==> config.mk <==
export PLATFORM = sky130hd
export DESIGN_NAME = rtea_div
export DESIGN_NICKNAME = d
export VERILOG_FILES = /design/src/sv/rtea_div_stage.sv /design/src/sv/rtea_div.sv
export SDC_FILE = /design/constraint.sdc
export NUM_CORES = 2
export LEC_CHECK = 0
export ABC_CLOCK_PERIOD_IN_PS = 17000
export BUFFER_PORTS_ARGS = -buffer_cell sky130_fd_sc_hd__clkbuf_2
export CAP_MARGIN = 30
export CORE_UTILIZATION = 60
export CTS_CLUSTER_DIAMETER = 120
export DETAILED_ROUTE_END_ITERATION = 8
export PLACE_DENSITY = 0.82
export SKIP_CTS_REPAIR_TIMING = 1
export SLEW_MARGIN = 25
export SYNTH_ARGS = -nofsm -noshare
export SYNTH_HDL_FRONTEND = slang
export SYNTH_SLANG_ARGS = --single-unit
==> constraint.sdc <==
create_clock -name clk_i -period 17 [get_ports clk_i]
set_input_delay 0.85 -clock clk_i [delete_from_list [all_inputs] [get_ports clk_i]]
set_output_delay 0.85 -clock clk_i [all_outputs]
set_load 0.03 [all_outputs]
==> src/sv/rtea_div_stage.sv <==
// rtea_div_stage: one restoring-division step on magnitude, one quotient bit per stage
// depends on nothing; instantiated in a chain by rtea_div
module rtea_div_stage #(
  parameter int unsigned W = 32,
  parameter int unsigned Bit = 0
) (
  input  logic [W-1:0] rem_i,
  input  logic [W-1:0] quo_i,
  input  logic [W-1:0] num_i,
  input  logic [W-1:0] den_i,
  output logic [W-1:0] rem_o,
  output logic [W-1:0] quo_o
);
  logic [W:0] trial;

  // shift in next numerator bit and try subtracting
  always_comb begin
    trial = {rem_i, num_i[Bit]} - {1'b0, den_i};
    quo_o = quo_i;
    if (!trial[W]) begin
      rem_o = trial[W-1:0];
      quo_o[Bit] = 1'b1;
    end else begin
      rem_o = {rem_i[W-2:0], num_i[Bit]};
    end
  end
endmodule

==> src/sv/rtea_div.sv <==
// rtea_div: pipelined signed divider, StepsPerStage quotient bits per register stage
// depends on rtea_div_stage
module rtea_div #(
  parameter int unsigned W = 32,
  parameter int unsigned StepsPerStage = 4,
  parameter int unsigned TagW = 1
) (
  input  logic            clk_i,
  input  logic            rst_ni,
  input  logic            en_i,
  input  logic            vld_i,
  input  logic [W-1:0]    num_i,
  input  logic [W-1:0]    den_i,
  input  logic [TagW-1:0] tag_i,
  output logic            vld_o,
  output logic [W-1:0]    quo_o,
  output logic [W-1:0]    rem_o,
  output logic [TagW-1:0] tag_o
);
  localparam int unsigned Stages = (W + StepsPerStage - 1) / StepsPerStage;

  logic [W-1:0]    num_q [Stages+1];
  logic [W-1:0]    den_q [Stages+1];
  logic [W-1:0]    rem_q [Stages+1];
  logic [W-1:0]    quo_q [Stages+1];
  logic            nq_q  [Stages+1];
  logic            nr_q  [Stages+1];
  logic [TagW-1:0] tag_q [Stages+1];
  logic            vld_q [Stages+1];

  logic na, nb;
  assign na = num_i[W-1];
  assign nb = den_i[W-1];

  // entry stage: take magnitudes and sign of results
  always_ff @(posedge clk_i or negedge rst_ni) begin
    if (!rst_ni) begin
      vld_q[0] <= 1'b0;
    end else if (en_i) begin
      vld_q[0] <= vld_i;
    end
  end
  always_ff @(posedge clk_i) begin
    if (en_i) begin
      num_q[0] <= na ? (~num_i + 1'b1) : num_i;
      den_q[0] <= nb ? (~den_i + 1'b1) : den_i;
      rem_q[0] <= '0;
      quo_q[0] <= '0;
      nq_q[0]  <= na ^ nb;
      nr_q[0]  <= na;
      tag_q[0] <= tag_i;
    end
  end

  for (genvar s = 0; s < Stages; s++) begin : g_stage
    logic [W-1:0] r [StepsPerStage+1];
    logic [W-1:0] q [StepsPerStage+1];
    assign r[0] = rem_q[s];
    assign q[0] = quo_q[s];
    for (genvar k = 0; k < StepsPerStage; k++) begin : g_step
      localparam int Idx = int'(W) - 1 - int'(s * StepsPerStage + k);
      if (Idx >= 0) begin : g_do
        rtea_div_stage #(.W(W), .Bit(Idx)) u_step (
          .rem_i(r[k]), .quo_i(q[k]), .num_i(num_q[s]), .den_i(den_q[s]),
          .rem_o(r[k+1]), .quo_o(q[k+1])
        );
      end else begin : g_pass
        assign r[k+1] = r[k];
        assign q[k+1] = q[k];
      end
    end
    // stage register
    always_ff @(posedge clk_i or negedge rst_ni) begin
      if (!rst_ni) begin
        vld_q[s+1] <= 1'b0;
      end else if (en_i) begin
        vld_q[s+1] <= vld_q[s];
      end
    end
    always_ff @(posedge clk_i) begin
      if (en_i) begin
        num_q[s+1] <= num_q[s];
        den_q[s+1] <= den_q[s];
        rem_q[s+1] <= r[StepsPerStage];
        quo_q[s+1] <= q[StepsPerStage];
        nq_q[s+1]  <= nq_q[s];
        nr_q[s+1]  <= nr_q[s];
        tag_q[s+1] <= tag_q[s];
      end
    end
  end

  // sign fix on the way out
  assign vld_o = vld_q[Stages];
  assign tag_o = tag_q[Stages];
  assign quo_o = nq_q[Stages] ? (~quo_q[Stages] + 1'b1) : quo_q[Stages];
  assign rem_o = nr_q[Stages] ? (~rem_q[Stages] + 1'b1) : rem_q[Stages];
endmodule

== After elaboration in Yosys (flattened, before gate mapping) ==
Memory sizes are Yosys's and may differ from the RTL's.
Cells that the tools add are included.
Widths: inputs -> output; s select.

* Bits in registers: 9
* Bits in latches: 0
* RAM bits: 1179
* Bits in read-only memories: 0
* Input bits: 69
* Output and inout bits: 66
* Memories kept: 7

* $add $sub $neg: 36
* Multiply operators: 0
* Div/mod/pow operators: 0
* Order comparisons: 0
* Eq/ne operators: 0
* Shift-type cells: 0
* Multiplexer cells: 70
* Bitwise operators: 5
* Reduce and logical (&&, ||, !) cells: 0

{| class="wikitable"
|+ Memory list
! memory !! words !! bits a word !! read ports !! clocked after memory_dff !! write ports !! RTL line !! RTL
|-
| den_q || 9 || 32 || 8 || 0 || 9 || rtea_div.sv:23 || <nowiki>logic [W-1:0] den_q [Stages+1];</nowiki>
|-
| num_q || 9 || 32 || 8 || 0 || 9 || rtea_div.sv:22 || <nowiki>logic [W-1:0] num_q [Stages+1];</nowiki>
|-
| quo_q || 9 || 32 || 9 || 0 || 9 || rtea_div.sv:25 || <nowiki>logic [W-1:0] quo_q [Stages+1];</nowiki>
|-
| rem_q || 9 || 32 || 9 || 0 || 9 || rtea_div.sv:24 || <nowiki>logic [W-1:0] rem_q [Stages+1];</nowiki>
|-
| nq_q || 9 || 1 || 9 || 0 || 9 || rtea_div.sv:26 || <nowiki>logic nq_q [Stages+1];</nowiki>
|-
| nr_q || 9 || 1 || 9 || 0 || 9 || rtea_div.sv:27 || <nowiki>logic nr_q [Stages+1];</nowiki>
|-
| +1 memories || n/a || n/a || n/a || n/a || n/a || n/a ||
|}

{| class="wikitable"
|+ Operators by type and width
! cell !! count
|-
| $mux 32 || 36
|-
| $sub 33x32->33 || 32
|-
| $add 32x1->32 const B || 4
|-
| $not 32->32 || 4
|-
| $mux 1 || 34
|-
| $xor 1x1->1 || 1
|}

== Logic depth before layout (Yosys ltp) ==
* Depth after elaboration: 8
* Gate-level depth with buffers: 70
* Depth with buffers taken out: 61

== Cells and area by module ==
A second synthesis with hierarchy kept.

* Cell total of the unflattened synthesis: 12307
* Area total of the unflattened synthesis: 117534.0 um^2

{| class="wikitable"
|+ By module, submodules not included
! module !! times used !! cells an instance !! area an instance (um^2)
|-
| rtea_div_stage (g_stage[3].g_step[3].g_do.u_step ...) || 17 || 339 || 2577.5
|-
| rtea_div_stage (g_stage[0].g_step[0].g_do.u_step ...) || 14 || 338 || 2607.5
|-
| rtea_div || 1 || 1470 || 34700.8
|-
| rtea_div_stage (g_stage[1].g_step[0].g_do.u_step) || 1 || 342 || 2511.2
|}

== Worst setup path before layout ==
OpenSTA, ideal clock, no wires.

* Path kind: reg-to-reg
* Start point: mem den_q[4][1] (netlist: den_q[0][129])
* End point: mem rem_q[5][16] (netlist: rem_q[1][48]), data pin
* Setup time: 0.270 ns
* Arrival: 14.483 ns
* Setup slack: 2.247 ns
* Cell stages (with the launch flop): 63
* Buffers on the path: 8
* Clock period less this slack: 14.753 ns
* Cell sequence: edfxtp_1 -> inv_1 -> fa_1 -> a211o_1 -> o211ai_1 -> a211oi_1 -> o41ai_2 -> o21ai_1 -> a21oi_1 -> a211o_1 -> a21oi_2 -> inv_1 -> clkbuf_1 -> clkbuf_1 -> clkbuf_1 -> buf_1 -> nand2_1 -> nand2_1 -> [... 27 more ...] -> xor2_1 -> clkbuf_1 -> mux2_2 -> ha_1 -> and3_1 -> and4_1 -> o221ai_1 -> a211oi_1 -> o2111ai_1 -> a21oi_1 -> nor4_1 -> o41ai_1 -> a21o_1 -> a21oi_1 -> xnor2_1 -> clkbuf_1 -> mux2i_1 -> a21oi_1

{| class="wikitable"
|+ RTL lines
! element !! RTL line
|-
| from (decl) || rtea_div.sv:23
|-
| to (decl) || rtea_div.sv:24
|}

==> report_table.html <==
<table>
<tr><th>Metric</th><th>Value</th></tr>
<tr><th colspan="2">Outcome</th></tr>
<tr><td>Run status</td><td>completed</td></tr>
<tr><th colspan="2">Setup path</th></tr>
<tr><td>Worst Path Class, Setup</td><td>reg -&gt; reg</td></tr>
<tr><td>Endpoint arrival time on the critical path</td><td>around 17 ns</td></tr>
<tr><td>Category of the worst setup path capture point</td><td>register</td></tr>
<tr><td>Worst endpoint required time</td><td>between 15 and 20 ns</td></tr>
<tr><td>Maximum net fanout on the critical path</td><td>36</td></tr>
<tr><td>Kind of start point of the critical path</td><td>register</td></tr>
<tr><td>Highest-delay cell along the critical path</td><td>sky130_fd_sc_hd__edfxtp_1</td></tr>
<tr><td>Delay of the slowest cell on the worst path</td><td>~0.60 ns</td></tr>
<tr><th colspan="2">Routing</th></tr>
<tr><td>Post-detailed-routing wire length</td><td>~280000 um</td></tr>
<tr><td>Routed length per instance</td><td>around 22 um</td></tr>
<tr><td>Average vias per placed instance</td><td>about 6.4</td></tr>
<tr><td>Initial DRT Pass Iterations</td><td>8</td></tr>
<tr><td>Number of routed nets with antenna violations</td><td>0</td></tr>
<tr><td>DRC violation count after routing</td><td>0</td></tr>
<tr><td>Initial detailed-routing violation count</td><td>roughly 6700</td></tr>
<tr><td>Routed vias</td><td>79500</td></tr>
<tr><th colspan="2">Layout</th></tr>
<tr><td>Area growth syn-to-layout</td><td>9.61%</td></tr>
<tr><td>Fraction of final layout cells with drive strength greater than 1</td><td>9.27%</td></tr>
<tr><td>Non-filler cells, final</td><td>~12000</td></tr>
<tr><td>Filler Cell Count</td><td>between 10000 and 15000</td></tr>
<tr><td>Count of nets after finishing</td><td>approximately 11000</td></tr>
<tr><th colspan="2">Clock tree</th></tr>
<tr><td>Clk slew on worst S/H paths</td><td>roughly 0.060 ns</td></tr>
<tr><td>TritonCTS clock tree</td><td>done</td></tr>
<tr><td>Clock buffers created by TritonCTS</td><td>97</td></tr>
<tr><td>Max clock buf depth</td><td>3</td></tr>
<tr><td>Worst-Skew Late Latency</td><td>about 0.76 ns</td></tr>
<tr><td>Number of H-tree levels</td><td>3</td></tr>
<tr><td>Clock net sink count</td><td>836</td></tr>
<tr><td>Buffer cell driving the clock tree root</td><td>sky130_fd_sc_hd__clkbuf_16</td></tr>
<tr><th colspan="2">GRT</th></tr>
<tr><td>Pin count of the biggest net entering global routing</td><td>between 80 and 90</td></tr>
<tr><td>Via count of the first global-routing pass</td><td>76200</td></tr>
<tr><td>Peak-usage layer in the global routing report</td><td>met2</td></tr>
<tr><td>First-pass GRT wire length</td><td>419000 um</td></tr>
<tr><td>Global routing usage on met3</td><td>4.89%</td></tr>
<tr><td>Initial antenna violation count</td><td>14</td></tr>
<tr><td>GRT Residual Overflow</td><td>0</td></tr>
<tr><td>GR Util All Layers</td><td>a little over a third</td></tr>
<tr><td>Met1 track demand over resource in global routing</td><td>40.8%</td></tr>
<tr><td>Met2 capacity usage during global routing</td><td>around three fifths</td></tr>
<tr><th colspan="2">Synthesis</th></tr>
<tr><td>Synth Cell Area</td><td>a little under 90000 sq um</td></tr>
<tr><td>Async set or reset register ratio after synthesis</td><td>approximately 1.1%</td></tr>
<tr><td>Share of the synthesized area in the top cell type</td><td>approximately 28%</td></tr>
<tr><td>Top FF cell, synth</td><td>sky130_fd_sc_hd__edfxtp_1</td></tr>
<tr><td>Count of state elements after synthesis</td><td>836</td></tr>
<tr><td>Count of unique library cells instantiated by Yosys</td><td>between 90 and 100</td></tr>
<tr><td>Synthesized area per cell</td><td>around 9 sq um</td></tr>
<tr><td>Part of the Yosys area used for sequential elements</td><td>around 28%</td></tr>
<tr><td>Number of flops mapped to enable cells by yosys</td><td>827</td></tr>
<tr><td>Leading cell types by total area after synthesis</td><td>sky130_fd_sc_hd__edfxtp_1 28%, sky130_fd_sc_hd__ha_1 14%, sky130_fd_sc_hd__xnor2_1 6.6%</td></tr>
<tr><td>Cell type contributing the most total cell area after synthesis</td><td>sky130_fd_sc_hd__edfxtp_1</td></tr>
<tr><td>Number of standard cells after synthesis</td><td>~10000</td></tr>
<tr><td>Yosys synthesis warning count</td><td>0</td></tr>
<tr><th colspan="2">Timing</th></tr>
<tr><td>Final Skew</td><td>between 0.04 and 0.05 ns</td></tr>
<tr><td># setup viols final</td><td>0</td></tr>
<tr><td>Share of the cycle needed by the critical path after routing</td><td>96.3%</td></tr>
<tr><td>Highest attainable clock frequency</td><td>approximately 61 MHz</td></tr>
<tr><td>Count of endpoints failing hold in the final timing report</td><td>0</td></tr>
<tr><td>Number of max-slew violations in the final report</td><td>0</td></tr>
<tr><td>Time the worst path needs with I/O delays and setup</td><td>roughly 16 ns</td></tr>
<tr><td>Relative max-transition margin</td><td>a little under a quarter</td></tr>
<tr><td>Worst slew pin tran</td><td>1.13 ns</td></tr>
<tr><td>Final critical-path setup slack</td><td>between 0.6 and 0.7 ns</td></tr>
<tr><td>Final setup TNS</td><td>0 ns</td></tr>
<tr><th colspan="2">Placed design</th></tr>
<tr><td>Routability cong.</td><td>1.01</td></tr>
<tr><td>Pre-CTS WS</td><td>around 0.74 ns</td></tr>
<tr><td>I/O Buffers</td><td>approximately 130</td></tr>
<tr><td>Placed instance count</td><td>roughly 12000</td></tr>
<tr><td>HPWL reported at the end of detailed placement</td><td>between 200000 and 250000 um</td></tr>
<tr><th colspan="2">Floorplan</th></tr>
<tr><td>Site Rows</td><td>140</td></tr>
<tr><td>Total core area</td><td>roughly 150000 sq um</td></tr>
<tr><td>Overall die height</td><td>around 390 um</td></tr>
<tr><td>Overall die area</td><td>148000 sq um</td></tr>
<tr><td>Initial Util</td><td>60.4%</td></tr>
<tr><td>Die Width</td><td>slightly below 400 um</td></tr>
<tr><td>I/O pin count</td><td>~140</td></tr>
<tr><th colspan="2">Worst hold path</th></tr>
<tr><td>Type of the worst min-delay path</td><td>in -&gt; reg</td></tr>
<tr><th colspan="2">Run</th></tr>
<tr><td>Number of maximum-capacitance violations</td><td>0</td></tr>
</table>
per-stage QoR:
| stage | utilization [%] | instance area [sq um] | hold WS, ns |
|---|---|---|---|
| final | 66.2 | 96600 | 0.260 |
| after global placement | 63.8 | 93000 | 0.400 |
| after CTS | 66.1 | 96300 | -0.108 |
| after global routing | 66.2 | 96500 | 0.254 |
| after floorplan | - | 88100 | 0.400 |
| after detailed placement | 63.8 | 93000 | 0.405 |
cell usage after synthesis (152+ instances only):
master	number
sky130_fd_sc_hd__o21ai_0	737
sky130_fd_sc_hd__nor2_1	660
sky130_fd_sc_hd__o21a_1	152
sky130_fd_sc_hd__mux2_2	253
sky130_fd_sc_hd__xor2_1	299
sky130_fd_sc_hd__inv_1	648
sky130_fd_sc_hd__xnor2_1	660
sky130_fd_sc_hd__nand2_1	893
sky130_fd_sc_hd__a21oi_1	940
sky130_fd_sc_hd__nor3_1	158
sky130_fd_sc_hd__a21o_1	454
sky130_fd_sc_hd__edfxtp_1	827
sky130_fd_sc_hd__nand2b_1	189
sky130_fd_sc_hd__clkbuf_1	175
sky130_fd_sc_hd__ha_1	998
state kept, by name, summed over array words and instances, names as in the netlist:
register / flops
num_q: 144
nr_q: 9
den_q: 256
nq_q: 9
vld_q: 8
quo_q: 144
vld_o: 1
tag_q: 9
rem_q: 256
kinds of logic after synthesis:
logic type,Yosys count,share of synthesized area [%]
AOI/OAI and AO/OA,3270,23.7
and+or+nand+nor,2641,14.2
adders and majority gates,1033,14.9
xor gates and xnor gates,969,9.73
buffers and inverters,896,3.89
DFF,836,28.4
muxes,421,5.18
other,1,0.00426
cell usage in the layout, fill, tap and decap left out, drive strengths merged, types with 31 or more instances in the layout:
cell type,n
a31oi,85
buf,305
nand2b,189
mux2i,142
a22oi,47
nand3,146
o221ai,55
nor3,158
o31ai,91
nor2b,141
and3,71
a21boi,41
nand4,63
a211o,31
and2,82
o211ai,45
clkinv,37
fa,31
inv,664
ha,998
o21bai,139
nor2,660
xor2,302
a21o,454
clkbuf,249
edfxtp,827
mux2,279
a21oi,942
or3,59
o21ai,750
o21a,152
o41ai,36
xnor2,667
nand2,893
or2,45
a211oi,112
worst paths after layout:
path,start,to,slack (ns),cells after the start
min reg2reg,quo_q[0][153],quo_q[0][185],0.39,0
max,den_q[0][65],rem_q[0][110],0.63,60
min in group asynchronous,rst_ni,vld_q[7],0.49,2
min,tag_i,tag_q[0][0],0.26,1
max reg2reg,den_q[0][65],rem_q[0][110],0.63,60
max in group asynchronous,rst_ni,vld_q[5],16.32,2
critical path: cells and delay by family, from the launching register on:
family          cells  cell delay, ns
simple gates        7            1.99
flops               1            0.60
mux                 3            0.79
buf+inv            11            2.27
compound gates     32            7.75
fa+ha+maj           4            1.52
xor+xnor            3            1.08
final cells by class:
class / instances / area, sq um / share of cell area (%)
inverter: 654 / 2450 / 2.54
multi-input combinational: 8349 / 60000 / 62.1
clock inverter: 64 / 748 / 0.775
clock buffer: 116 / 2520 / 2.61
sequential: 836 / 25100 / 26.0
antenna: 9 / 22.5 / 0.0233
tap: 1917 / 2400 / 2.48
timing repair buffer: 441 / 3360 / 3.48
routing by layer:
layer | vias up | part of all wire (%)
li1 | 37800 | -
met5 | - | 0.0069
met4 | 2 | 8.4
met3 | 857 | 6.2
met2 | 3164 | 47
met1 | 37600 | 38
Power is left out: the tool's default activity adds up to more than one toggle a clock period on the data nets, which glitch-free logic cannot reach.
